===== src/rtl/core/pmu_pkg.sv =====
// Shared types, constants and helpers for the particle motion update unit.
// Depends on nothing; every other file of the block imports it.
package pmu_pkg;

  // Motion mode codes carried in each item.
  localparam logic [1:0] MODE_STATIC = 2'd0;
  localparam logic [1:0] MODE_RANDOM = 2'd1;
  localparam logic [1:0] MODE_SEEK   = 2'd2;

  // Edge mode codes.
  localparam logic [1:0] EDGE_NONE   = 2'd0;
  localparam logic [1:0] EDGE_BOUNCE = 2'd1;
  localparam logic [1:0] EDGE_WRAP   = 2'd2;
  localparam logic [1:0] EDGE_KILL   = 2'd3;

  // Configuration register indexes.
  localparam logic [2:0] CFG_EDGE_MODE     = 3'd0;
  localparam logic [2:0] CFG_MAX_SPEED     = 3'd1;
  localparam logic [2:0] CFG_ACCEL_SCALE   = 3'd2;
  localparam logic [2:0] CFG_JITTER_AMOUNT = 3'd3;
  localparam logic [2:0] CFG_WORLD_X       = 3'd4;
  localparam logic [2:0] CFG_WORLD_Y       = 3'd5;
  localparam logic [2:0] CFG_WORLD_WIDTH   = 3'd6;
  localparam logic [2:0] CFG_WORLD_HEIGHT  = 3'd7;

  // Square root: radicand width, root width, one root bit per stage.
  localparam int SQ_W     = 52;
  localparam int ROOT_W   = SQ_W / 2;
  localparam int SQRT_LAT = ROOT_W;

  // Divider: numerator width, one quotient bit per stage.
  localparam int NUM_W   = 40;
  localparam int DIV_LAT = 17;

  typedef struct packed {
    logic signed [15:0] pos_x;
    logic signed [15:0] pos_y;
    logic signed [15:0] vel_x;
    logic signed [15:0] vel_y;
    logic signed [15:0] home_x;
    logic signed [15:0] home_y;
    logic        [13:0] radius;
    logic               alive_in;
    logic        [1:0]  motion_mode;
    logic signed [15:0] rand_x;
    logic signed [15:0] rand_y;
  } item_t;

  typedef struct packed {
    logic signed [15:0] new_pos_x;
    logic signed [15:0] new_pos_y;
    logic signed [15:0] new_vel_x;
    logic signed [15:0] new_vel_y;
    logic               alive_out;
  } result_t;

  typedef struct packed {
    logic        [1:0]  edge_mode;
    logic        [14:0] max_speed;
    logic        [15:0] accel_scale;
    logic        [14:0] jitter_amount;
    logic signed [15:0] world_x;
    logic signed [15:0] world_y;
    logic signed [15:0] world_width;
    logic signed [15:0] world_height;
  } cfg_t;

  // Item context through the acceleration path.
  typedef struct packed {
    logic signed [15:0] px;
    logic signed [15:0] py;
    logic signed [15:0] vx;
    logic signed [15:0] vy;
    logic        [13:0] rad;
    logic               alive;
    logic        [1:0]  mode;
    logic               dneg_x;
    logic               dneg_y;
    logic               dzero;
    logic signed [17:0] jx;
    logic signed [17:0] jy;
    logic        [36:0] nx;
    logic        [36:0] ny;
  } motion_ctx_t;

  // Item context through the speed limit path.
  typedef struct packed {
    logic signed [15:0]     px;
    logic signed [15:0]     py;
    logic signed [17:0]     vx;
    logic signed [17:0]     vy;
    logic        [13:0]     rad;
    logic                   alive;
    logic                   moving;
    logic                   limit;
    logic        [NUM_W-1:0] nx;
    logic        [NUM_W-1:0] ny;
  } vel_ctx_t;

  // Moved particle handed to the edge stage.
  typedef struct packed {
    logic signed [16:0] px;
    logic signed [16:0] py;
    logic signed [15:0] vx;
    logic signed [15:0] vy;
    logic        [13:0] rad;
    logic               alive;
  } edge_in_t;

  function automatic logic [15:0] sat16(input logic signed [18:0] v);
    logic [15:0] r;
    if (v > 19'sd32767) r = 16'h7fff;
    else if (v < -19'sd32768) r = 16'h8000;
    else r = v[15:0];
    return r;
  endfunction

endpackage


===== src/rtl/core/pmu_div.sv =====
// Pipelined restoring divider, one quotient bit per register stage.
// Depends on pmu_pkg; the caller keeps the quotient below 2**DIV_LAT.
module pmu_div (
  input  logic                       clk,
  input  logic                       rst,
  input  logic                       in_valid,
  input  logic [pmu_pkg::NUM_W-1:0]  num,
  input  logic [pmu_pkg::ROOT_W-1:0] den,
  output logic                       out_valid,
  output logic [pmu_pkg::DIV_LAT-1:0] quot
);
  import pmu_pkg::*;

  localparam int TW = ROOT_W + DIV_LAT;

  logic [NUM_W-1:0]   rem_q [DIV_LAT];
  logic [ROOT_W-1:0]  den_q [DIV_LAT];
  logic [DIV_LAT-1:0] q_q   [DIV_LAT];
  logic               v_q   [DIV_LAT];

  for (genvar k = 0; k < DIV_LAT; k++) begin : g_stage
    localparam int SH = DIV_LAT - 1 - k;
    logic [NUM_W-1:0]   rem_in;
    logic [ROOT_W-1:0]  den_in;
    logic [DIV_LAT-1:0] q_in;
    logic               v_in;
    logic [TW-1:0]      shifted;

    if (k == 0) begin : g_first
      assign rem_in = num;
      assign den_in = den;
      assign q_in   = '0;
      assign v_in   = in_valid;
    end else begin : g_next
      assign rem_in = rem_q[k-1];
      assign den_in = den_q[k-1];
      assign q_in   = q_q[k-1];
      assign v_in   = v_q[k-1];
    end

    assign shifted = TW'(den_in) << SH;

    always_ff @(posedge clk) begin
      if (rst) v_q[k] <= 1'b0;
      else v_q[k] <= v_in;
      den_q[k] <= den_in;
      if (TW'(rem_in) >= shifted) begin
        rem_q[k] <= rem_in - shifted[NUM_W-1:0];
        q_q[k]   <= q_in | (DIV_LAT'(1) << SH);
      end else begin
        rem_q[k] <= rem_in;
        q_q[k]   <= q_in;
      end
    end
  end

  assign out_valid = v_q[DIV_LAT-1];
  assign quot      = q_q[DIV_LAT-1];

endmodule


===== config.mk =====
export PLATFORM = sky130hd
export DESIGN_NAME = pmu_div
export DESIGN_NICKNAME = d
export VERILOG_FILES = /design/src/rtl/core/pmu_pkg.sv /design/src/rtl/core/pmu_div.sv
export SDC_FILE = /design/constraint.sdc
export NUM_CORES = 2
export LEC_CHECK = 0
export BUFFER_PORTS_ARGS = -buffer_cell sky130_fd_sc_hd__buf_2
export CAP_MARGIN = 0
export CELL_PAD_IN_SITES_DETAIL_PLACEMENT = 0
export CELL_PAD_IN_SITES_GLOBAL_PLACEMENT = 2
export CORE_UTILIZATION = 42
export CTS_BUF_LIST = sky130_fd_sc_hd__clkbuf_4 sky130_fd_sc_hd__clkbuf_8
export DETAILED_ROUTE_END_ITERATION = 12
export GPL_ROUTABILITY_DRIVEN = 0
export PLACE_DENSITY = 0.9
export SYNTH_ARGS = -nofsm -noshare
export SYNTH_HDL_FRONTEND = slang
export SYNTH_SLANG_ARGS = --single-unit

===== constraint.sdc =====
create_clock -name clk -period 4.3 [get_ports clk]
set_input_delay 0 -clock clk [delete_from_list [all_inputs] [get_ports clk]]
set_output_delay 0 -clock clk [all_outputs]
set_load 0.005 [all_outputs]

=== Word-level counts from Yosys, hierarchy flattened ===
Memory sizes are Yosys's and may differ from the RTL's.
Index checks and enable logic that the tools add are counted.

* Flip-flop bits (word level): 0
* Bits in latches: 0
* RAM bits: 1,428
* ROM bits: 0
* Input bits: 69
* Output and inout port bits: 18
* Word-level logic and storage cells: 194
* Memories kept: 4

* Add/sub/neg operators: 17
* $mul: 0
* Div/mod/pow operators: 0
* Order comparisons: 17
* Eq/ne operators: 0
* Shift-type cells: 0
* Multiplexer cells: 105
* Bitwise gates (word level): 51
* Reduce and logical (&&, ||, !) cells: 0

{| class="wikitable"
|+ Memory list
! name !! depth !! width !! read ports !! clocked after memory_dff !! wr ports !! line !! RTL
|-
| rem_q || 17 || 40 || 16 || 0 || 17 || pmu_div.sv:16 || <nowiki>logic [NUM_W-1:0] rem_q [DIV_LAT];</nowiki>
|-
| den_q || 17 || 26 || 16 || 0 || 17 || pmu_div.sv:17 || <nowiki>logic [ROOT_W-1:0] den_q [DIV_LAT];</nowiki>
|-
| q_q || 17 || 17 || 17 || 0 || 17 || pmu_div.sv:18 || <nowiki>logic [DIV_LAT-1:0] q_q [DIV_LAT];</nowiki>
|-
| v_q || 17 || 1 || 17 || 0 || 17 || pmu_div.sv:19 || <nowiki>logic v_q [DIV_LAT];</nowiki>
|}

{| class="wikitable"
|+ Operators by type and width
! operator !! count
|-
| 40-bit 2-to-1 mux || 17
|-
| 17-bit 2-to-1 mux || 17
|-
| 40-bit subtractor || 3
|-
| 1-bit 2-to-1 mux || 71
|-
| 1-bit OR || 51
|-
| 40-bit by 42-bit >= comparator with 1-bit output || 1
|-
| 40-bit by 41-bit >= comparator with 1-bit output || 1
|-
| 40-bit by 26-bit >= comparator with 1-bit output || 1
|-
| 40-bit by 27-bit >= comparator with 1-bit output || 1
|-
| 40-bit by 28-bit >= comparator with 1-bit output || 1
|-
| 40-bit by 29-bit >= comparator with 1-bit output || 1
|-
| 40-bit by 30-bit >= comparator with 1-bit output || 1
|-
| 40-bit by 31-bit >= comparator with 1-bit output || 1
|-
| 40-bit by 32-bit >= comparator with 1-bit output || 1
|-
| 40-bit by 33-bit >= comparator with 1-bit output || 1
|-
| 40-bit by 34-bit >= comparator with 1-bit output || 1
|-
| 40-bit by 35-bit >= comparator with 1-bit output || 1
|-
| 40-bit by 36-bit >= comparator with 1-bit output || 1
|-
| 40-bit by 37-bit >= comparator with 1-bit output || 1
|-
| 40-bit by 38-bit >= comparator with 1-bit output || 1
|-
| 40-bit by 39-bit >= comparator with 1-bit output || 1
|-
| 40-bit >= comparator || 1
|-
| 40-bit by 26-bit subtractor with 40-bit output || 1
|-
| 40-bit by 27-bit subtractor with 40-bit output || 1
|-
| 12 further kinds || 12
|}

=== Logic depth before layout (Yosys ltp) ===
An unclocked memory read counts as a cell.

* Depth after elaboration: 5
* Mapped depth: 15
* Mapped depth without buffers: 14

=== Worst setup path before layout ===
Ideal clock, no wire load.

* Path type: flip-flop to flip-flop
* From: memory rem_q[11][4]
* To: memory rem_q[12][27]
* Arrival time: 2.947 ns
* Path slack: 1.232 ns
* Stages on the path, launching flop included: 14
* Buffers on the path: 2
* Clock period less this slack: 3.068 ns
* Path through: dfxtp_1 > inv_1 > ha_1 > fa_1 > nand2b_1 > a21oi_1 > o211ai_1 > a211o_1 > a21oi_1 > nor3b_1 > o211ai_1 > buf_2 > buf_4 > mux2_2

{| class="wikitable"
|+ RTL lines
! what !! line
|-
| from (decl) || pmu_div.sv:16
|}

==> impl_metrics.ini <==
[yosys]
ys_seq_area_share_pct = 45.52
synth_edf_count = 0
yosys_warnings = 0
synthFlopType = dfxtp_1
async_reset_ff_share_pct = 0
syn_avg_cell_area_um2 = 9.292
synth_area_um2 = 53920
synth_cell_types = 95
synth-seq-cells = 1226
syn_inst = 5803
syn_nets = 6327

[layout]
area_growth_pct = 16.10
multi_input_area_um2 = 26780
fillers = 11960
finalNetCount = 6699
layout.area.seq_um2 = 24540
drive_gt1_share_pct = 10.29

[drt]
final_antenna_net_count = 0
wl_per_cell_um = 15.98
vias_per_cell = 5.061
vias = 40530
drtPass1Iterations = 6
drtIter0Drc = 2111
routed_wl_mm = 128.0
drc = 0

[global_routing]
grt_pass1_wl_mm = 207.7
grt_max_degree = 54
antenna_found_initial = 4
first_global_vias = 40800
grt_overflow_total = 0
grt_usage_pct = 19.66

[die]
die_x_um = 360.3
ios = 87
initial_core_util_pct = 42.29
die_h_um = 360.3
core_area_um2 = 127500
rows = 131
die_area_um2 = 129800

[setup_path]
crit_cells = 18
critPathBufInv = 6
crit_chain = dlygate4sd3_1 -> buf_2 -> dlygate4sd3_1 -> inv_1 -> ha_1 -> fa_1 -> nor2b_1 -> o21ai_0 -> a21boi_1 -> o311a_1 -> nor4_1 -> nor2_1 -> a41oi_4 -> nor4b_1 -> a211oi_1 -> dlygate4sd3_1 -> nand2_1 -> dlygate4sd3_1
startpoint = num[16]
end_kind = flip-flop
endpoint = rem_q[0][39]$_DFF_P_
crit_top_cell = dlygate4sd3_1
worst_r2r_endpoint = rem_q[9][32]$_DFF_P_
critical-path-slowest-cell = dlygate4sd3_1
critPathKind = input pin to flip-flop
crit_fanout = 12
reg2reg_depth = 10
max_stage_delay_ps = 610
crit-reg2reg-launch = den_q[0][220]$_DFF_P_
start_kind = input pin
rrSetupSlack_ps = 260
cp.arrival_ps = 5010
crit_required_ps = 5140
critPathTopFamily = buffers and inverters

[pwr]
p_per_area_nw_per_um2 = 758.9
power_w = 0.04751
combPwrFrac_pct = 41.9
p_int_w = 0.02985
sw_frac_of_total_pct = 37.16
seq_power_share_pct = 34.5
power.leakage_nw = 28.56
clkPwrFrac_pct = 23.6
ir_drop_mv = 0.3414
netSwitchingPower_w = 0.01766

[status]
status = completed

[clock_network]
cts_tree = done
cts_buffers = 204
htreeDepth = 4
clock_path_buffers = 3
cts.sinks = 1226
clk_pin_slew_worst_paths_ps = 70
post_cts_buffers = 0
clk_latency_ps = 910
root_buffer = clkbuf_8

[sta]
report.final.hold_viol_count = 0
slew_headroom_pct = 21.33
tightest_slew_ps = 1179
fin_crit_sh_pct = 97.16
fmax_mhz = 239.4
drv_slew = 0
rsz0062_at_grt = false
hold_ws_ps = 158.1
fin_crit_ps = 4178
setup_viol = 0
clock_skew_ps = 54.96

[hold_path]
holdPathStages = 5
hp-class = input pin to flip-flop
worstHoldStart = num[17]

[placed_design]
io_buffer_count = 86
dp_hpwl_mm = 98.85

[flow_run]
maxCapViolations = 0
==> layout by cell type, fill, tap and decap left out, types with 86 or more instances in the layout <==
master / instances
buf_2: 86
ha_1: 439
xnor2_1: 232
dlygate4sd3_1: 154
nand2_1: 426
nor2_1: 347
a21oi_1: 482
o21ai_0: 373
clkbuf_8: 249
a21o_1: 215
xor2_1: 195
dfxtp_1: 1226
inv_1: 570
==> tightest hold or removal path, cell delays in order <==
cell	delay [ps]
dlygate4sd3_1	530
buf_2	140
inv_1	80
fa_1	170
o21ai_0	70
==> flip-flops by register name, summed over array words and instances (netlist names) <==
| signal | flops |
|---|---|
| den_q | 416 |
| q_q | 153 |
| rem_q | 640 |
| v_q | 17 |
==> cells by family (layout without fill, tap and decap cells) <==
group / count (synthesis) / count (layout) / synth area share [%]
flops: 1226 / 1226 / 45.52
mux: 77 / 77 / 1.617
other cells: 0 / 2 / 0
xor+xnor: 427 / 427 / 6.936
compound gates: 1500 / 1500 / 17.17
buf+inv: 697 / 1237 / 5.017
simple gates: 1421 / 1422 / 12.96
fa+ha+maj: 455 / 455 / 10.78
==> layer usage <==
metal  up-vias  global-route usage, %  part of all wire (%)
met5         -                      0                     0
met4         0                  7.206                   2.8
met3       245                  3.115                   3.3
met2       657                  36.71                    51
met1     18800                  22.30                    43
li1      20830                      -                     -
==> through the flow <==
step	worst slack [ps]	utilization, %	cell area (µm²)	instances	TNS (ps)
after CTS	139.2	49.09	62600	8006	0
after global placement	-53.32	44.23	56400	7476	-53.32
after floorplan	1232	-	53920	5803	0
final	122.0	49.09	62600	8008	0
after global routing	11.93	49.09	62600	8008	0
after detailed placement	2.714	44.23	56410	7476	0
==> power groups by stage <==
stage	logic [W]	clock network (W)	registers [W]
floorplan	0.0156	0	0.0159
global placement	0.0196	0	0.0167
detailed placement	0.0197	0	0.0167
CTS	0.0199	0.0116	0.0164
global route	0.0224	0.0122	0.0167
finish	0.0199	0.0112	0.0164
==> cells in the mapped netlist, types with 32 or more instances <==
cell type,count,area (µm²)
a211oi_1,42,315.3
a21o_1,215,1614
a21oi_1,482,2412
a31oi_1,41,256.5
and3_1,34,212.7
buf_2,35,175.2
clkbuf_1,75,281.5
dfxtp_1,1226,24540
ha_1,439,5493
inv_1,570,2140
mux2_2,56,630.6
nand2_1,426,1599
nand2b_1,73,456.7
nand3_1,70,350.3
nand4_1,74,462.9
nor2_1,348,1306
nor2b_1,80,500.5
nor3_1,79,395.4
nor4_1,53,331.6
o21a_1,49,367.9
o21ai_0,373,1867
o21ai_1,36,180.2
o21bai_1,49,367.9
o31ai_1,32,240.2
or3_1,40,250.2
xnor2_1,232,2032
xor2_1,195,1708
==> worst min-delay path by stage <==
stage	end	slack (ps)
6_report	rem_q[0][17]$_DFF_P_	160
3_5_place_dp	rem_q[0][4]$_DFF_P_	120
2_1_floorplan	den_q[0][0]$_DFF_P_	30
4_1_cts	rem_q[0][17]$_DFF_P_	40
5_1_grt	rem_q[0][17]$_DFF_P_	140
3_3_place_gp	rem_q[0][4]$_DFF_P_	120
==> cell type report <==
cell class	instances	area share, %
tap	1662	3.322
sequential	1226	39.21
inverter	573	3.436
timing repair buffer	289	3.837
clock inverter	59	1.141
clock buffer	316	6.278
antenna	2	0.007995
multi-input combinational	3881	42.77
==> what timing repair did <==
action / in CTS / in global routing
resized for setup: 0 / 1
endpoints found under the setup margin: 1 / 1
cloned: 1 / 0
hold buffers: 154 / 0
endpoints found under the hold margin: 84 / 0
pin swaps: 1 / 1
Power figures use the tool's default switching activity.
