**src/rtl/core/pmu_pkg.sv**
```systemverilog
// Shared types, constants and helpers for the particle motion update unit.
// Depends on nothing; every other file of the block imports it.
package pmu_pkg;

  // Motion mode codes carried in each item.
  localparam logic [1:0] MODE_STATIC = 2'd0;
  localparam logic [1:0] MODE_RANDOM = 2'd1;
  localparam logic [1:0] MODE_SEEK   = 2'd2;

  // Edge mode codes.
  localparam logic [1:0] EDGE_NONE   = 2'd0;
  localparam logic [1:0] EDGE_BOUNCE = 2'd1;
  localparam logic [1:0] EDGE_WRAP   = 2'd2;
  localparam logic [1:0] EDGE_KILL   = 2'd3;

  // Configuration register indexes.
  localparam logic [2:0] CFG_EDGE_MODE     = 3'd0;
  localparam logic [2:0] CFG_MAX_SPEED     = 3'd1;
  localparam logic [2:0] CFG_ACCEL_SCALE   = 3'd2;
  localparam logic [2:0] CFG_JITTER_AMOUNT = 3'd3;
  localparam logic [2:0] CFG_WORLD_X       = 3'd4;
  localparam logic [2:0] CFG_WORLD_Y       = 3'd5;
  localparam logic [2:0] CFG_WORLD_WIDTH   = 3'd6;
  localparam logic [2:0] CFG_WORLD_HEIGHT  = 3'd7;

  // Square root: radicand width, root width, one root bit per stage.
  localparam int SQ_W     = 52;
  localparam int ROOT_W   = SQ_W / 2;
  localparam int SQRT_LAT = ROOT_W;

  // Divider: numerator width, one quotient bit per stage.
  localparam int NUM_W   = 40;
  localparam int DIV_LAT = 17;

  typedef struct packed {
    logic signed [15:0] pos_x;
    logic signed [15:0] pos_y;
    logic signed [15:0] vel_x;
    logic signed [15:0] vel_y;
    logic signed [15:0] home_x;
    logic signed [15:0] home_y;
    logic        [13:0] radius;
    logic               alive_in;
    logic        [1:0]  motion_mode;
    logic signed [15:0] rand_x;
    logic signed [15:0] rand_y;
  } item_t;

  typedef struct packed {
    logic signed [15:0] new_pos_x;
    logic signed [15:0] new_pos_y;
    logic signed [15:0] new_vel_x;
    logic signed [15:0] new_vel_y;
    logic               alive_out;
  } result_t;

  typedef struct packed {
    logic        [1:0]  edge_mode;
    logic        [14:0] max_speed;
    logic        [15:0] accel_scale;
    logic        [14:0] jitter_amount;
    logic signed [15:0] world_x;
    logic signed [15:0] world_y;
    logic signed [15:0] world_width;
    logic signed [15:0] world_height;
  } cfg_t;

  // Item context through the acceleration path.
  typedef struct packed {
    logic signed [15:0] px;
    logic signed [15:0] py;
    logic signed [15:0] vx;
    logic signed [15:0] vy;
    logic        [13:0] rad;
    logic               alive;
    logic        [1:0]  mode;
    logic               dneg_x;
    logic               dneg_y;
    logic               dzero;
    logic signed [17:0] jx;
    logic signed [17:0] jy;
    logic        [36:0] nx;
    logic        [36:0] ny;
  } motion_ctx_t;

  // Item context through the speed limit path.
  typedef struct packed {
    logic signed [15:0]     px;
    logic signed [15:0]     py;
    logic signed [17:0]     vx;
    logic signed [17:0]     vy;
    logic        [13:0]     rad;
    logic                   alive;
    logic                   moving;
    logic                   limit;
    logic        [NUM_W-1:0] nx;
    logic        [NUM_W-1:0] ny;
  } vel_ctx_t;

  // Moved particle handed to the edge stage.
  typedef struct packed {
    logic signed [16:0] px;
    logic signed [16:0] py;
    logic signed [15:0] vx;
    logic signed [15:0] vy;
    logic        [13:0] rad;
    logic               alive;
  } edge_in_t;

  function automatic logic [15:0] sat16(input logic signed [18:0] v);
    logic [15:0] r;
    if (v > 19'sd32767) r = 16'h7fff;
    else if (v < -19'sd32768) r = 16'h8000;
    else r = v[15:0];
    return r;
  endfunction

endpackage

```
**src/rtl/core/pmu_sqrt.sv**
```systemverilog
// Pipelined integer square root, one root bit resolved per register stage.
// Depends on pmu_pkg for widths and latency.
module pmu_sqrt (
  input  logic                       clk,
  input  logic                       rst,
  input  logic                       in_valid,
  input  logic [pmu_pkg::SQ_W-1:0]   in_val,
  output logic                       out_valid,
  output logic [pmu_pkg::ROOT_W-1:0] root
);
  import pmu_pkg::*;

  logic [SQ_W-1:0] n_q [SQRT_LAT];
  logic [SQ_W-1:0] r_q [SQRT_LAT];
  logic            v_q [SQRT_LAT];

  for (genvar i = 0; i < SQRT_LAT; i++) begin : g_stage
    localparam logic [SQ_W-1:0] BIT = SQ_W'(1) << (2 * (SQRT_LAT - 1 - i));
    logic [SQ_W-1:0] n_in;
    logic [SQ_W-1:0] r_in;
    logic [SQ_W-1:0] trial;
    logic            v_in;

    if (i == 0) begin : g_first
      assign n_in = in_val;
      assign r_in = '0;
      assign v_in = in_valid;
    end else begin : g_next
      assign n_in = n_q[i-1];
      assign r_in = r_q[i-1];
      assign v_in = v_q[i-1];
    end

    assign trial = r_in + BIT;

    always_ff @(posedge clk) begin
      if (rst) v_q[i] <= 1'b0;
      else v_q[i] <= v_in;
      if (n_in >= trial) begin
        n_q[i] <= n_in - trial;
        r_q[i] <= (r_in >> 1) + BIT;
      end else begin
        n_q[i] <= n_in;
        r_q[i] <= r_in >> 1;
      end
    end
  end

  assign out_valid = v_q[SQRT_LAT-1];
  assign root      = r_q[SQRT_LAT-1][ROOT_W-1:0];

endmodule

```
**config.mk**
```make
export PLATFORM = sky130hd
export DESIGN_NAME = pmu_sqrt
export DESIGN_NICKNAME = d
export VERILOG_FILES = /design/src/rtl/core/pmu_pkg.sv /design/src/rtl/core/pmu_sqrt.sv
export SDC_FILE = /design/constraint.sdc
export NUM_CORES = 2
export LEC_CHECK = 0
export BUFFER_PORTS_ARGS = -buffer_cell sky130_fd_sc_hd__buf_2
export CORE_MARGIN = 5
export CORE_UTILIZATION = 67
export CTS_CLUSTER_SIZE = 14
export DETAILED_ROUTE_END_ITERATION = 8
export PLACE_DENSITY = 0.84
export SLEW_MARGIN = 10
export SYNTH_ARGS = -nofsm -noshare
export SYNTH_HDL_FRONTEND = slang
export SYNTH_SLANG_ARGS = --single-unit
```
**constraint.sdc**
```tcl
create_clock -name clk -period 5.9 [get_ports clk]
set_clock_uncertainty 0.1 [all_clocks]
set_input_delay 0.59 -clock clk [delete_from_list [all_inputs] [get_ports clk]]
set_output_delay 0.59 -clock clk [all_outputs]
set_load 0.01 [all_outputs]
```
# Word-level counts from Yosys, hierarchy flattened
# Memories as Yosys holds them, arrays and structs flattened.
# Index checks and enable logic that the tools add are counted.
[word_totals]
wordCells = 342
regBits = 0
memories = 3
out_inout_bits = 27
mem_bits_rw = 2730
[mem_list]
columns = ["name", "words", "width", "read_ports", "rd_clocked_by_memory_dff", "write_ports", "line", "rtl"]
rows = [
  ["n_q", 26, 52, 25, 0, 26, "pmu_sqrt.sv:13", "logic [SQ_W-1:0] n_q [SQRT_LAT];"],
  ["r_q", 26, 52, 26, 0, 26, "pmu_sqrt.sv:14", "logic [SQ_W-1:0] r_q [SQRT_LAT];"],
  ["v_q", 26, 1, 26, 0, 26, "pmu_sqrt.sv:15", "logic v_q [SQRT_LAT];"],
]
[classes]
add_sub_neg = 76
n_mux = 159
bitwise = 78
n_lt_le_gt_ge = 26
[ops]
columns = ["op", "n"]
rows = [
  ["two-way mux 52 bit", 52],
  [">= comparator 52 bit", 25],
  ["subtractor 52 bit", 25],
  ["two-way mux 1 bit", 107],
  ["bitwise OR 1 bit", 78],
  ["adder 51 x 1 -> 52 bit, second input constant", 1],
  ["adder 51 x 11 -> 52 bit, second input constant", 1],
  ["adder 51 x 13 -> 52 bit, second input constant", 1],
  ["adder 51 x 15 -> 52 bit, second input constant", 1],
  ["adder 51 x 17 -> 52 bit, second input constant", 1],
  ["adder 51 x 19 -> 52 bit, second input constant", 1],
  ["adder 51 x 21 -> 52 bit, second input constant", 1],
  ["adder 51 x 23 -> 52 bit, second input constant", 1],
  ["adder 51 x 25 -> 52 bit, second input constant", 1],
  ["adder 51 x 27 -> 52 bit, second input constant", 1],
  ["adder 51 x 29 -> 52 bit, second input constant", 1],
  ["adder 51 x 3 -> 52 bit, second input constant", 1],
  ["adder 51 x 31 -> 52 bit, second input constant", 1],
  ["adder 51 x 33 -> 52 bit, second input constant", 1],
  ["adder 51 x 35 -> 52 bit, second input constant", 1],
  ["adder 51 x 37 -> 52 bit, second input constant", 1],
  ["adder 51 x 39 -> 52 bit, second input constant", 1],
  ["adder 51 x 41 -> 52 bit, second input constant", 1],
  ["adder 51 x 43 -> 52 bit, second input constant", 1],
  ["other kinds (33)", 33],
]

# Logic depth before layout (Yosys ltp)
# An unclocked memory read counts as a cell.
[depth]
depth_word = 6
mapped_depth = 13
mapped_depth_nobuf = 12

# Least setup slack after synthesis
# OpenSTA, ideal clock, no wires.
[synth_path]
kind = "reg2reg"
from = "mem r_q[23][19], in the netlist r_q[1][383]"
to = "mem n_q[24][45], in the netlist n_q[1][461]"
setup_time_ns = 0.134
stages_incl_launch_ff = 13
t_arrival_ns = 2.853
synth_period_minus_slack_ns = 3.086
n_path_buf = 1
path_slack_ns = 2.814
path_cell_list = "dfxtp_1 -> inv_1 -> ha_1 -> nand4_1 -> o32ai_1 -> a211o_1 -> a22o_1 -> a311oi_1 -> and4b_1 -> or3_1 -> buf_2 -> nor4_1 -> xor2_1"
[synth_lines]
columns = ["item", "line"]
rows = [
  ["start, declared", "pmu_sqrt.sv:14"],
  ["end, declared", "pmu_sqrt.sv:13"],
]

==> impl.org <==
** Yosys
- Largest area contributor in the synthesized netlist :: dfxtp_1
- The most used flip-flop cell after synthesis is dfxtp_1.
- Counting flops and latches in the post-synthesis netlist gives between 1,500 and 2,000.
- Synthesis instantiated just under 90 different standard cells from the library.
- In this run, synthesis inferred 0 flip-flops with an integrated enable.
- In this run the cell area of the synthesized design comes to 62,600 um^2.
- After synthesis, the mean cell area works out to slightly above 10 um^2.
- During synthesis, Yosys emitted a total of 0 warnings.
- Sequential-to-total area share from yosys stat :: a little over half
- Synth cell count leaders :: dfxtp_1, inv_1, nor2_1
- Area share of the leading cell type in the synthesized netlist :: between 50% and 60%
- In the post-synthesis netlist, the biggest area contributors are dfxtp_1, ha_1, xnor2_1.
- When the netlist entered floorplanning its net count stood at 6,655.
- Gate count after technology mapping :: a little over 6,000
- Library cell with the highest instance count after synthesis :: dfxtp_1
- Post-synth ARST share :: 0%

** Clock network
- Count of instances resized after the clock tree is built :: 0
- The number of clock buffers added by TritonCTS is 159.
- The clock passes through at most 3 buffers.
- H-Tree Depth :: 4
- After clock tree synthesis, the clock-pin slew on the worst setup and hold paths is 0.06 ns.
- Clock network latency to the later pin of the worst-skew pair :: 0.81 ns
- Clock tree synthesis found a total of 1,677 sinks.
- TritonCTS clock tree :: done
- The cell sitting at the root of the clock tree is a clkbuf_16.

** Power
- Reg power frac :: 45.4%
- IR analysis of the VDD net gives a maximum drop of 396 uV.
- Power per Cell Area :: roughly 500 nW/um^2
- The analysis attributes to cell leakage a power of ~32 nW.
- Proportion of power drawn by the clock network :: 29.8%
- The analysis attributes to net switching a power of 0.0116 W.
- Cell internal power was estimated by the tool at ~0.024 W.
- Switching share of total power :: 32.8%
- Combinational Power Share :: 24.8%

** STA
- Dividing the final minimum period by the clock period gives 70.2%.
- Final setup margin :: 1.76 ns
- Transition time at the pin with the least slew margin :: approximately 1.2 ns
- Final period demand of the worst path :: between 4 and 5 ns
- Sum of negative setup slack :: 0 ns
- The worst pin sits at a relative slew slack of 15.9%.
- The number of max-slew violations in the final report is 0.
- Setup repair after global routing left no endpoint under its margin.
- The hold violation total from the final report came to 0.
- Endpoints failing setup :: 0
- Timing would allow up to 242 MHz.

** Setup path
- Along the worst path, the maximum fanout reaches 6.
- Maximum cell stage delay along the critical path :: 0.74 ns
- STA classifies the critical path endpoint as a register.
- Among all stages on the critical path, the largest delay is contributed by nor4_1.
- At the worst endpoint, the required time is 6.42 ns.
- For flop-to-flop paths, the worst setup slack is between 1.5 and 2 ns.
- For the worst setup path, the data arrival time is 4.66 ns.
- The signal on the critical path passes through inv_1 > ha_1 > a21oi_1 > a21oi_1 > nor4_1 > o21ai_0 > a41oi_1 > o211ai_1 > nor4_1 > nand4b_1 > xnor2_1.
- The critical path in this run is classified as register to register.
- The worst setup path is launched from a register.

** Placed design
- Routability cong. :: about 0.95
- Port buffering added 81 buffers.
- Number of placed cells counting well taps :: 7,471
- Pre-CTS WS :: 1.95 ns
- After legalization and detailed placement, the total HPWL measured 107,000 um.

** Global route
- Total routing usage reported by global routing :: 31.0%
- Initial antenna violation count :: 7
- The total overflow left after global routing is 0.
- Wire length of the first global-routing pass :: between 200,000 and 250,000 um
- The number of global-route vias before repair is ~47,000.
- Pin count of the biggest net entering global routing :: 46

** Worst hold path
- The tightest min-delay check is of the input port to register type.

** Drt
- Routed length per instance :: 20.2 um
- For this run, design rule violations remaining after detail routing come to 0.
- Number of DRC markers in iteration 0 :: 3,900
- Vias per cell :: 5.94
- Total via count after detailed routing :: 46,295
- Number of nets still failing antenna checks after routing :: 0
- The pre-antenna-repair detailed-routing pass consisted of 6 iterations.
- For this block, the routed nets add up to between 150,000 and 200,000 um of wire.

** Outcome
- Status :: completed

** Layout
- Count of fill cells added during filler insertion :: 5,964
- Reg area :: 33,600 um^2
- Excluding fillers, the count of instances in the completed layout stands at 7,798.
- Net total in the final layout :: 6,860
- The multi-input combinational cells in the finished layout cover a total of 26,900 um^2.
- In the final layout, the share of cells above drive strength 1 is approximately 7%.
- Relative to the synthesized area, the layout overhead comes to 12.3%.

** Floorplan
- The floorplan step defined a die boundary enclosing 99,700 um^2.
- In this run the core area contains 112 standard-cell rows.
- # IOs :: 82
- Initial standard-cell utilization of the core :: between 60% and 70%
- In this run the standard cell core region covers just over 90,000 um^2.
- The die is 316 um wide.
- Vert. Die Dim :: 316 um

** Run
- Max-capacitance violation count :: 0
metrics by stage:
| stage | total power [W] | cell area, um^2 | hold WS (ns) | utilization, % |
|---|---|---|---|---|
| after global routing | 0.0370 | 70300 | 0.160 | 75.6 |
| final | 0.0353 | 70300 | 0.155 | 75.6 |
| after CTS | 0.0350 | 70300 | 0.135 | 75.6 |
| after detailed placement | 0.0245 | 64300 | 0.235 | 69.1 |
| after floorplan | 0.0221 | 62600 | 0.222 | - |
| after global placement | 0.0242 | 64300 | 0.230 | 69.1 |
cell families after synthesis:
group / count (synthesis) / share of synthesized area, %
flip-flops: 1677 / 53.6
XOR/XNOR: 552 / 7.72
AND/OR/NAND/NOR: 1836 / 15.2
buffers and inverters: 567 / 3.43
adder cells (fa/ha/maj): 373 / 7.45
multiplexers: 56 / 0.993
AO/OA/AOI/OAI: 1166 / 11.6
routing by layer:
metal	global-route usage (%)	up-vias	share of wire, %
met3	5.72	604	5.4
met5	0	-	0.033
met1	33.3	21906	37
met4	16.4	8	5.9
met2	57.7	1726	51
li1	-	22051	-
layout make-up:
| cell class | instances | share of cell area (%) |
|---|---|---|
| clock inverter | 57 | 1.40 |
| clock buffer | 214 | 6.34 |
| antenna | 2 | 0.00712 |
| inverter | 455 | 2.43 |
| sequential | 1677 | 47.7 |
| multi-input combinational | 3983 | 38.3 |
| tap | 1254 | 2.23 |
| timing repair buffer | 156 | 1.57 |
cells in the final DEF, fill, tap and decap left out, types with 38 or more instances in the layout:
cell type,netlist,layout
nor4_1,204,203
nand2b_1,74,74
xnor2_1,278,278
nor2_1,430,430
nand3_1,91,91
nand4_1,95,95
o21a_1,68,68
dfxtp_1,1677,1677
ha_1,373,373
mux2_2,49,49
a21o_1,128,128
clkbuf_16,0,159
xor2_1,274,274
o31ai_1,45,45
or3_1,59,59
inv_1,453,453
dlygate4sd3_1,0,54
and3_1,38,38
nor3_1,188,187
a21oi_1,399,399
nor2b_1,86,86
o21ai_0,272,272
nand2_1,364,364
buf_2,10,81
power by group through the flow:
| stage | clock network, W | logic [W] | registers [W] |
|---|---|---|---|
| final | 0.0105 | 0.00875 | 0.0160 |
| after global routing | 0.0111 | 0.00969 | 0.0162 |
| after CTS | 0.0105 | 0.00860 | 0.0159 |
| after detailed placement | 0 | 0.00836 | 0.0161 |
| after global placement | 0 | 0.00816 | 0.0160 |
| after floorplan | 0 | 0.00673 | 0.0154 |
state kept, by name (all words and copies together) (netlist names):
register  cells
r_q         351
v_q          26
n_q        1300
what timing repair did:
item,CTS,global route
endpoints found under the hold margin,54,0
setup buffers,0,0
hold buffers,54,0
worst paths after layout:
kind,start,cells after the start,to
hold / removal,rst,2,v_q[0][4]
hold reg to reg,r_q[1][328],0,r_q[1][379]
setup / recovery,r_q[1][219],11,n_q[1][307]
setup reg to reg,r_q[1][219],11,n_q[1][307]
worst max-delay path, delay by kind of cell, from the launching register on:
kind | cells | cell delay [ns]
AOI/OAI and AO/OA | 5 | 1.50
xor gates and xnor gates | 1 | 0.19
adders and majority gates | 1 | 0.35
buffers and inverters | 1 | 0.06
DFF | 1 | 0.33
and+or+nand+nor | 3 | 1.44
Power figures use the tool's default switching activity.
