<file path="src/rtl/core/pmu_pkg.sv">
// Shared types, constants and helpers for the particle motion update unit.
// Depends on nothing; every other file of the block imports it.
package pmu_pkg;

  // Motion mode codes carried in each item.
  localparam logic [1:0] MODE_STATIC = 2'd0;
  localparam logic [1:0] MODE_RANDOM = 2'd1;
  localparam logic [1:0] MODE_SEEK   = 2'd2;

  // Edge mode codes.
  localparam logic [1:0] EDGE_NONE   = 2'd0;
  localparam logic [1:0] EDGE_BOUNCE = 2'd1;
  localparam logic [1:0] EDGE_WRAP   = 2'd2;
  localparam logic [1:0] EDGE_KILL   = 2'd3;

  // Configuration register indexes.
  localparam logic [2:0] CFG_EDGE_MODE     = 3'd0;
  localparam logic [2:0] CFG_MAX_SPEED     = 3'd1;
  localparam logic [2:0] CFG_ACCEL_SCALE   = 3'd2;
  localparam logic [2:0] CFG_JITTER_AMOUNT = 3'd3;
  localparam logic [2:0] CFG_WORLD_X       = 3'd4;
  localparam logic [2:0] CFG_WORLD_Y       = 3'd5;
  localparam logic [2:0] CFG_WORLD_WIDTH   = 3'd6;
  localparam logic [2:0] CFG_WORLD_HEIGHT  = 3'd7;

  // Square root: radicand width, root width, one root bit per stage.
  localparam int SQ_W     = 52;
  localparam int ROOT_W   = SQ_W / 2;
  localparam int SQRT_LAT = ROOT_W;

  // Divider: numerator width, one quotient bit per stage.
  localparam int NUM_W   = 40;
  localparam int DIV_LAT = 17;

  typedef struct packed {
    logic signed [15:0] pos_x;
    logic signed [15:0] pos_y;
    logic signed [15:0] vel_x;
    logic signed [15:0] vel_y;
    logic signed [15:0] home_x;
    logic signed [15:0] home_y;
    logic        [13:0] radius;
    logic               alive_in;
    logic        [1:0]  motion_mode;
    logic signed [15:0] rand_x;
    logic signed [15:0] rand_y;
  } item_t;

  typedef struct packed {
    logic signed [15:0] new_pos_x;
    logic signed [15:0] new_pos_y;
    logic signed [15:0] new_vel_x;
    logic signed [15:0] new_vel_y;
    logic               alive_out;
  } result_t;

  typedef struct packed {
    logic        [1:0]  edge_mode;
    logic        [14:0] max_speed;
    logic        [15:0] accel_scale;
    logic        [14:0] jitter_amount;
    logic signed [15:0] world_x;
    logic signed [15:0] world_y;
    logic signed [15:0] world_width;
    logic signed [15:0] world_height;
  } cfg_t;

  // Item context through the acceleration path.
  typedef struct packed {
    logic signed [15:0] px;
    logic signed [15:0] py;
    logic signed [15:0] vx;
    logic signed [15:0] vy;
    logic        [13:0] rad;
    logic               alive;
    logic        [1:0]  mode;
    logic               dneg_x;
    logic               dneg_y;
    logic               dzero;
    logic signed [17:0] jx;
    logic signed [17:0] jy;
    logic        [36:0] nx;
    logic        [36:0] ny;
  } motion_ctx_t;

  // Item context through the speed limit path.
  typedef struct packed {
    logic signed [15:0]     px;
    logic signed [15:0]     py;
    logic signed [17:0]     vx;
    logic signed [17:0]     vy;
    logic        [13:0]     rad;
    logic                   alive;
    logic                   moving;
    logic                   limit;
    logic        [NUM_W-1:0] nx;
    logic        [NUM_W-1:0] ny;
  } vel_ctx_t;

  // Moved particle handed to the edge stage.
  typedef struct packed {
    logic signed [16:0] px;
    logic signed [16:0] py;
    logic signed [15:0] vx;
    logic signed [15:0] vy;
    logic        [13:0] rad;
    logic               alive;
  } edge_in_t;

  function automatic logic [15:0] sat16(input logic signed [18:0] v);
    logic [15:0] r;
    if (v > 19'sd32767) r = 16'h7fff;
    else if (v < -19'sd32768) r = 16'h8000;
    else r = v[15:0];
    return r;
  endfunction

endpackage

</file>
<file path="src/rtl/core/pmu_edge.sv">
// Final stage: world edge handling (bounce, wrap, kill) and output saturation.
// Depends on pmu_pkg for the item, config and result types.
module pmu_edge (
  input  logic              clk,
  input  logic              rst,
  input  logic              in_valid,
  input  pmu_pkg::edge_in_t in_item,
  input  pmu_pkg::cfg_t     cfg,
  output logic              done,
  output pmu_pkg::result_t  result
);
  import pmu_pkg::*;

  logic signed [18:0] px, py, vx, vy;
  logic signed [18:0] rad, half;
  logic signed [18:0] lo_x, hi_x, lo_y, hi_y;
  logic               alive;

  always_comb begin
    px    = {{2{in_item.px[16]}}, in_item.px};
    py    = {{2{in_item.py[16]}}, in_item.py};
    vx    = {{3{in_item.vx[15]}}, in_item.vx};
    vy    = {{3{in_item.vy[15]}}, in_item.vy};
    rad   = {5'b0, in_item.rad};
    half  = {6'b0, in_item.rad[13:1]};
    alive = in_item.alive;
    lo_x  = {{3{cfg.world_x[15]}}, cfg.world_x} + rad;
    hi_x  = {{3{cfg.world_width[15]}}, cfg.world_width} - rad;
    lo_y  = {{3{cfg.world_y[15]}}, cfg.world_y} + rad;
    hi_y  = {{3{cfg.world_height[15]}}, cfg.world_height} - rad;
    case (cfg.edge_mode)
      EDGE_BOUNCE: begin
        if (px < lo_x) begin
          vx = -vx;
          px = lo_x;
        end
        if (px > hi_x) begin
          vx = -vx;
          px = hi_x;
        end
        if (py < lo_y) begin
          vy = -vy;
          py = lo_y;
        end
        if (py > hi_y) begin
          vy = -vy;
          py = hi_y;
        end
      end
      EDGE_WRAP: begin
        lo_x = {{3{cfg.world_x[15]}}, cfg.world_x} - half;
        hi_x = {{3{cfg.world_width[15]}}, cfg.world_width} + half;
        lo_y = {{3{cfg.world_y[15]}}, cfg.world_y} - half;
        hi_y = {{3{cfg.world_height[15]}}, cfg.world_height} + half;
        if (px < lo_x) px = hi_x;
        if (px > hi_x) px = lo_x;
        if (py < lo_y) py = hi_y;
        if (py > hi_y) py = lo_y;
      end
      EDGE_KILL: begin
        if (px < lo_x || px > hi_x || py < lo_y || py > hi_y) alive = 1'b0;
      end
      default: begin
      end
    endcase
  end

  always_ff @(posedge clk) begin
    if (rst) done <= 1'b0;
    else done <= in_valid;
    result.new_pos_x <= sat16(px);
    result.new_pos_y <= sat16(py);
    result.new_vel_x <= sat16(vx);
    result.new_vel_y <= sat16(vy);
    result.alive_out <= alive;
  end

endmodule

</file>
<file path="config.mk">
export PLATFORM = sky130hd
export DESIGN_NAME = pmu_edge
export DESIGN_NICKNAME = d
export VERILOG_FILES = /design/src/rtl/core/pmu_pkg.sv /design/src/rtl/core/pmu_edge.sv
export SDC_FILE = /design/constraint.sdc
export NUM_CORES = 1
export LEC_CHECK = 0
export BUFFER_PORTS_ARGS = -buffer_cell sky130_fd_sc_hd__clkbuf_2
export CAP_MARGIN = 20
export CORE_MARGIN = 1
export CORE_UTILIZATION = 50
export CTS_BUF_LIST = sky130_fd_sc_hd__clkbuf_4
export CTS_CLUSTER_SIZE = 20
export DETAILED_ROUTE_END_ITERATION = 8
export PLACE_DENSITY = 0.72
export SYNTH_ARGS = -nofsm -noshare
export SYNTH_HDL_FRONTEND = slang
export SYNTH_SLANG_ARGS = --single-unit
</file>
<file path="constraint.sdc">
create_clock -name clk -period 9.14 [get_ports clk]
set_clock_uncertainty 0.1 [all_clocks]
set_input_delay 0.914 -clock clk [delete_from_list [all_inputs] [get_ports clk]]
set_output_delay 0.914 -clock clk [all_outputs]
set_load 0.02 [all_outputs]
</file>
## Word level (Yosys, flattened, before mapping)

Cells that the tools add are included.

| word-level totals | value |
|---|---|
| register bits after elaboration | 66 |
| bits in latches | 0 |
| RAM bits | 0 |
| bits in read-only memories | 0 |
| bits of input ports | 196 |
| output and inout port bits | 66 |
| logic and storage cells | 70 |
| memories kept | 0 |

| cells by class | value |
|---|---|
| add/sub/neg operators | 12 |
| multiply operators | 0 |
| div/mod/pow operators | 0 |
| order comparisons | 18 |
| eq/ne operators | 3 |
| shifts and indexed selects | 0 |
| mux-type cells | 28 |
| bitwise logic cells | 0 |
| reductions and logical operators | 3 |

Operators by type and width:

| cell | number |
|---|---|
| 19-bit two-way mux | 20 |
| 19-bit by 16-bit greater-than comparator with 1-bit output (second input constant) | 4 |
| 19-bit by 17-bit greater-than comparator with 1-bit output | 4 |
| 19-bit by 16-bit less-than comparator with 1-bit output (second input constant) | 4 |
| 19-bit one-hot mux with 2 select lines | 2 |
| 17-bit less-than comparator | 4 |
| 16-bit two-way mux | 4 |
| 16-bit negator with 19-bit output | 2 |
| 19-bit negator | 2 |
| 16-bit by 14-bit adder with 17-bit output | 2 |
| 16-bit by 15-bit adder with 17-bit output | 2 |
| 17-bit greater-than comparator | 2 |
| 16-bit by 14-bit subtractor with 17-bit output | 2 |
| 16-bit by 15-bit subtractor with 17-bit output | 2 |
| 2-bit equality test (second input constant) | 2 |
| 1-bit logical OR | 3 |
| 2-bit by 1-bit equality test with 1-bit output (second input constant) | 1 |
| 1-bit two-way mux | 2 |

## Logic depth before layout (Yosys ltp)

Gate-level depths: netlist of the first run.

| logic depth | value |
|---|---|
| depth in word-level cells | 9 |
| mapped depth | 35 |

## Worst setup path before layout of the first run

Ideal clock, no wire load.

| path | value |
|---|---|
| kind | input to register |
| start point | input in_item[2] (netlist bit) |
| end point | register result[46] (netlist bit) |
| data arrival time | 7.391 ns |
| required time | 8.913 ns |
| slack | 1.522 ns |
| stages | 31 |
| cells stage by stage | inv_1 fa_1 nor2b_1 o21a_1 o21ai_0 a21oi_1 a311o_1 a31oi_1 xnor2_1 ha_1 a21o_1 a2111oi_4 o21ai_1 buf_2 buf_2 nor2_2 clkbuf_1 nor2_1 a21oi_1 ha_1 a21o_1 a21o_1 a21oi_1 nor2b_1 o31ai_1 clkbuf_1 clkbuf_1 o31ai_1 a222oi_1 o21ai_0 maj3_1 |

| on the way | value |
|---|---|
| word-level cells in the longest chain between the ends | 9 |

RTL lines:

| item | RTL line | source |
|---|---|---|
| start, declared | pmu_edge.sv:7 | `input pmu_pkg::edge_in_t in_item,` |
| 16-bit by 14-bit subtractor with 17-bit output / 16-bit by 15-bit adder with 17-bit output (equally long branches) | pmu_edge.sv:53, pmu_edge.sv:29 |  |
| 17-bit less-than comparator, on equally long branches | pmu_edge.sv:57, pmu_edge.sv:41 |  |
| 19-bit two-way mux, on equally long branches | pmu_edge.sv:57, pmu_edge.sv:41 |  |
| 19-bit two-way mux | pmu_edge.sv:31 | `case (cfg.edge_mode)` |
| 19-bit by 17-bit greater-than comparator with 1-bit output, on equally long branches | pmu_edge.sv:58, pmu_edge.sv:45 |  |
| 19-bit two-way mux, on equally long branches | pmu_edge.sv:58, pmu_edge.sv:45 |  |
| 19-bit one-hot mux with 2 select lines * | pmu_edge.sv:31 |  |
| 19-bit by 16-bit less-than comparator with 1-bit output | pmu_pkg.sv:113 | `else if (v < -19'sd32768) r = 16'h8000;` |
| 16-bit two-way mux | pmu_pkg.sv:113 |  |
| end, declared | pmu_edge.sv:10 | `output pmu_pkg::result_t result` |

Every way passes the cells marked *; elsewhere a longest branch is shown, timed or not. The select of a mux whose other input is x is not followed.
A chain may end at the register's enable or synchronous reset.

## Worst setup path after layout of the first run

| path | value |
|---|---|
| start point | input in_item[3] (netlist bit) |
| end point | register result[51] (netlist bit) |

| on the way | value |
|---|---|
| word-level cells in the longest chain between the ends | 9 |

RTL lines:

| item | RTL line |
|---|---|
| 16-bit by 14-bit subtractor with 17-bit output / 16-bit by 15-bit adder with 17-bit output (equally long branches) | pmu_edge.sv:51, pmu_edge.sv:27 |
| 17-bit less-than comparator, on equally long branches | pmu_edge.sv:55, pmu_edge.sv:33 |
| 19-bit two-way mux, on equally long branches | pmu_edge.sv:55, pmu_edge.sv:33 |
| 19-bit two-way mux | pmu_edge.sv:31 |
| 19-bit by 17-bit greater-than comparator with 1-bit output, on equally long branches | pmu_edge.sv:56, pmu_edge.sv:37 |
| 19-bit two-way mux, on equally long branches | pmu_edge.sv:56, pmu_edge.sv:37 |
| 19-bit one-hot mux with 2 select lines * | pmu_edge.sv:31 |
| 19-bit by 16-bit less-than comparator with 1-bit output | pmu_pkg.sv:113 |
| 16-bit two-way mux | pmu_pkg.sv:113 |

Marks and branches as above.

==> metrics.cfg, run 1 <==
[clocking]
clockBufferDepth=2
cts_tree=yes
cts_setup_buffers=0
clockRootBuffer=clkbuf_4
cts_hold_buf=0
path_clk_slew_ps=150
cts_buffers=9
cts-resized-gates=0
cts.sinks=66
htree_num_levels=3

[die]
start_util_pct=50.7
die_w_um=178
fp.dieArea_sq_um=31700
num_io_pins=262
rows=64
core_area_sq_um=30600
die_h_um=178

[worst_setup_path]
crit_type=input pin to flip-flop
worstPathArrival_ps=8480
critPathBufInv=3
critPathTopFamily=compound AO/OA/AOI/OAI gates
worstPathMaxFanout=10
critPathMostFrequentCell=a21oi_1
startpoint=in_item[3]
endpoint_kind=flip-flop
start_kind=input pin
cp.required_ps=9410
cp_slowest_cell=fa_1
critPathMaxStageDelay_ps=520

[power_and_ir_drop]
ir_worst_vdd_v=0.000103
powerDensity_nw_per_um2=155
static-leakage-power_nw=8.08

[cells_and_area]
register_area_sq_um=1320
drive_gt1_share_pct=15.8
fillers=3014
nets=2778
area_growth_pct=11.5
multi_input_area_sq_um=13500

[placement]
pre_cts_ws_ps=671
io_buffer_count=215
gp_congestion=0.969
dp_hpwl_mm=43.7

[routing]
routedWlPerCell_um=19.6
drc=0
drt-total-wl_mm=52.8
drt_iter0_markers=1534
ant_nets=0
firstDrtPassIters=6
drt-vias-per-instance=6.21
dr_total_vias=16700

[min_path]
hold_start=rst
min_path_cells=2
holdPathEnd=done
hold_path.class=input pin to flip-flop

[global_routing]
grt_pass1_wl_mm=80.9
grt_antenna_before_repair=1
grt-ovfl-total=0
grt_usage_pct=32.6
grt_pass1_vias=15400
grt_start_max_net_pins=42

[synth]
yosysSeqAreaShare_pct=8.51
synth_cell_types=103
synth_top_area_cell=ha_1
synth_cells=2104
async_reset_ff_share_pct=0
synth_nets=2589
syn_area_sq_um=15500
yosysTopAreaCellShare_pct=22.7
syn_avg_cell_area_sq_um=7.38
synthFlopType=dfxtp_1
ys_ff_latch=66
synth_edf_count=0
yosysWarnings=0
ys_top_cells_by_area=ha_1, dfxtp_1, o21ai_0

[timing]
relSlewSlack_pct=42.8
finalCritPeriodShare_pct=89.8
tightestPinTransition_ps=859
rsz0062_at_grt=no
finalHoldViolations=0
fmax_mhz=122
final_max_slew_viol_count=0
timing.setup.tns_ps=0
setup-violations-final=0
setup_slack_ps=934
fin_crit_ps=8210

[status]
outcome=complete, no violations

[job]
drv_cap=0

==> cells in the final DEF (no fill, tap or decap), types with 33 or more instances in the layout <==
cell / count
ha_1: 280
clkbuf_2: 215
nand2_1: 191
o21ai_0: 181
nor2_1: 158
a21oi_1: 147
inv_1: 117
xnor2_1: 74
a21o_1: 72
xor2_1: 66
dfxtp_1: 66
nand3_1: 54
nor3_1: 54
buf_4: 37
o21a_1: 33
nand2b_1: 33
==> power breakdown <==
part	total [mW]	leakage, nW	switching [mW]	internal [mW]
Sequential	0.405	0.556	0.0271	0.378
Clock	0.252	0.0830	0.138	0.114
Combinational	2.03	7.44	1.25	0.787
Total	2.69	8.08	1.41	1.28
==> layer usage <==
layer  vias up  track usage (%)  share of wire (%)
li1       8199                -                  -
met1      7677             43.1                 44
met2       735             52.9                 44
met3       133             3.69                7.4
met4         0             15.1                4.5
met5         -                0                  0
==> state kept, by name, summed over array words and instances (netlist names) <==
register / flops
done: 1
result: 65
==> per-stage QoR <==
stage	hold WS, ps	instance area (sq um)	cells	total power [mW]	utilization [%]
4_1_cts	472	17300	2694	2.66	56.5
6_report	498	17300	2695	2.69	56.6
2_1_floorplan	886	15500	2104	1.81	-
5_1_grt	488	17300	2695	2.92	56.6
3_3_place_gp	972	17100	2678	2.35	56.0
3_5_place_dp	983	17100	2678	2.40	56.0
==> cell families (layout without fill, tap and decap cells) <==
logic type	Yosys count	in the layout	share of synthesized area, %
XOR/XNOR	141	141	8.01
adder cells (fa/ha/maj)	306	306	24.8
AND/OR/NAND/NOR	668	668	21.3
buffers and inverters	194	388	4.98
multiplexers	38	38	2.68
other	0	1	0
AO/OA/AOI/OAI	691	691	29.7
flip-flops	66	66	8.51
==> cell type report <==
type,count,share of cell area [%]
multi-input cells,1844,77.8
inverters,117,2.54
diodes,1,0.0145
repair buffers,255,8.17
clock inverters,6,0.513
well taps,396,2.86
flip-flops and latches,66,7.64
clock buffers,10,0.434
==> Yosys cell counts (17+ instances only) <==
| cell | number |
|---|---|
| inv_1 | 117 |
| nand2_1 | 191 |
| mux2_2 | 17 |
| maj3_1 | 17 |
| nor2b_1 | 31 |
| nand3_1 | 54 |
| xnor2_1 | 74 |
| buf_2 | 18 |
| a31oi_1 | 20 |
| xor2_1 | 66 |
| o211ai_1 | 24 |
| clkbuf_1 | 49 |
| nor2_1 | 159 |
| a21oi_1 | 147 |
| nand4_1 | 28 |
| a21o_1 | 72 |
| o21ai_0 | 182 |
| nor3_1 | 54 |
| dfxtp_1 | 66 |
| mux2i_1 | 19 |
| a211oi_1 | 17 |
| nand2b_1 | 33 |
| o21a_1 | 33 |
| nor4_1 | 17 |
| ha_1 | 281 |
==> worst max path at each step <==
stage	endpoint	cells after the start
floorplan	result[46]	31
detailed placement	result[20]	29
finish	result[51]	31
CTS	result[20]	29
global route	result[37]	34
global placement	result[34]	30
Power figures use the tool's default switching activity.
==> run 2: changes to the inputs <==
--- a/config.mk
+++ b/config.mk
@@ -10,9 +10,11 @@
 export CORE_MARGIN = 1
 export CORE_UTILIZATION = 50
 export CTS_BUF_LIST = sky130_fd_sc_hd__clkbuf_4
+export CTS_CLUSTER_DIAMETER = 40
 export CTS_CLUSTER_SIZE = 20
 export DETAILED_ROUTE_END_ITERATION = 8
-export PLACE_DENSITY = 0.72
+export PLACE_DENSITY = 0.83
+export RECOVER_POWER = 25
 export SYNTH_ARGS = -nofsm -noshare
 export SYNTH_HDL_FRONTEND = slang
 export SYNTH_SLANG_ARGS = --single-unit
==> run 2 against run 1 <==
  * Critical path depth unchanged
  * Clock power decreased by 23%
  * Wire length increased by 0.19%
  * Via count increased by 1.3%
  * Clock-buffer cell count decreased by 1
  * Fmax decreased by 2.7%
  * Final cell count decreased by 0.33%
  * Flip-flop and latch count unchanged
  * Global-route usage increased by 0.074 points
  * Final area decreased by 0.94%
  * Critical path type unchanged
==> metrics.cfg, run 2 (synthesized netlist as in run 1, its figures left out) <==
[placement]
dp_hpwl_mm=43.3
placed_cells_incl_taps=2669
pre_cts_ws_ps=558
gp_congestion=0.985
post_dp_cell_area_sq_um=17100
io_buffer_count=215

[worst_setup_path]
cp_slowest_cell=a211oi_1
start_kind=input pin
endpoint_kind=flip-flop
crit_type=input pin to flip-flop
worstPathArrival_ps=8720
worstPathMaxFanout=18
critPathMostFrequentCell=ha_1
cp.required_ps=9430
critPathMaxStageDelay_ps=530

[global_routing]
grt_antenna_before_repair=1
grt_pass1_vias=15700
grt_pass1_wl_mm=81.7
grt_start_max_net_pins=45
grt_usage_pct=32.7
grt-ovfl-total=0

[die]
core_area_sq_um=30600
rows=64
die_h_um=178
die_w_um=178
fp.dieArea_sq_um=31700
start_util_pct=50.7
num_io_pins=262

[routing]
ant_nets=0
routedWlPerCell_um=19.7
drc=0
dr_total_vias=17000
drt-vias-per-instance=6.31
drt-total-wl_mm=52.9
firstDrtPassIters=6
drt_iter0_markers=1700

[power_and_ir_drop]
static-leakage-power_nw=7.92
ir_worst_vdd_v=0.0000880
total_power_mw=2.62
powerDensity_nw_per_um2=153

[cells_and_area]
nets=2769
final_common_cell=ha_1
regMostFlops=result
largest_register_ffs=65
reg_top3=result: 65 flops, done: 1 flops
drive_gt1_share_pct=14.0
layoutNonFillerInstCount=2686
design_area_sq_um=17100
final_cell_mix=ha_1, nand2_1, clkbuf_2
area_growth_pct=10.4
fin_util_pct=56.0

[min_path]
holdPathEnd=done
min_path_cells=2
hold_start=rst
hold_path.class=input pin to flip-flop

[timing]
timing.setup.tns_ps=0
finalHoldViolations=0
setup_slack_ps=709
rsz0062_at_grt=no
setup-violations-final=0
final_max_slew_viol_count=0
finalCritPeriodShare_pct=92.2
whs_ps=497
relSlewSlack_pct=43.0
tightestPinTransition_ps=855
fin_crit_ps=8430
fmax_mhz=119

[clocking]
htree_num_levels=3
clockRootBuffer=clkbuf_4
cts_hold_buf=0
path_clk_slew_ps=120
cts-resized-gates=0
clockBufferDepth=2
cts_buffers=9
cts_tree=yes
cts.sinks=66
cts_setup_buffers=0

[status]
outcome=complete, no violations

[job]
drv_cap=0

## run 2: changes by cell type in the layout (fill, tap and decap cells not counted), sizes merged
cell	change
clkinv	+4
bufinv	-2
clkbuf	-1
buf	-9
clkinvlp	-1
## run 2: worst max-delay path by stage
stage	depth (start not counted)	start	slack, ps	endpoint
6_report	31	in_item[1]	710	result[38]
5_1_grt	31	in_item[1]	310	result[36]
4_1_cts	31	in_item[1]	990	result[38]
3_5_place_dp	31	in_item[1]	560	result[38]
3_3_place_gp	29	in_item[3]	710	result[47]
2_1_floorplan	31	in_item[2]	1520	result[46]
## run 2: worst max-delay path, delay by kind of cell
kind | cells | cell delay [ps]
AO/OA/AOI/OAI | 12 | 3880
adder cells (fa/ha/maj) | 4 | 1120
buffers and inverters | 4 | 650
multiplexers | 1 | 420
AND/OR/NAND/NOR | 10 | 1710
## run 2: power by group
group	leakage [nW]	switching [mW]	internal, mW
clock network	0.0658	0.139	0.0553
registers	0.556	0.0284	0.378
logic	7.30	1.25	0.766
total	7.92	1.42	1.20
## run 2: routing by layer
metal / up-vias / GRT usage [%] / routed length [um]
li1: 8195 / - / -
met1: 7789 / 42.8 / 22800
met2: 834 / 53.5 / 23600
met3: 142 / 4.28 / 4190
met4: 0 / 14.1 / 2330
met5: - / 0 / 0
## run 2: layout make-up
cell class | instances | area (sq um)
tap | 396 | 495
antenna | 1 | 2.50
multi-input combinational | 1844 | 13500
inverter | 117 | 439
sequential | 66 | 1320
clock buffer | 9 | 67.6
fill | 2925 | 13500
clock inverter | 7 | 45.0
timing repair buffer | 246 | 1310
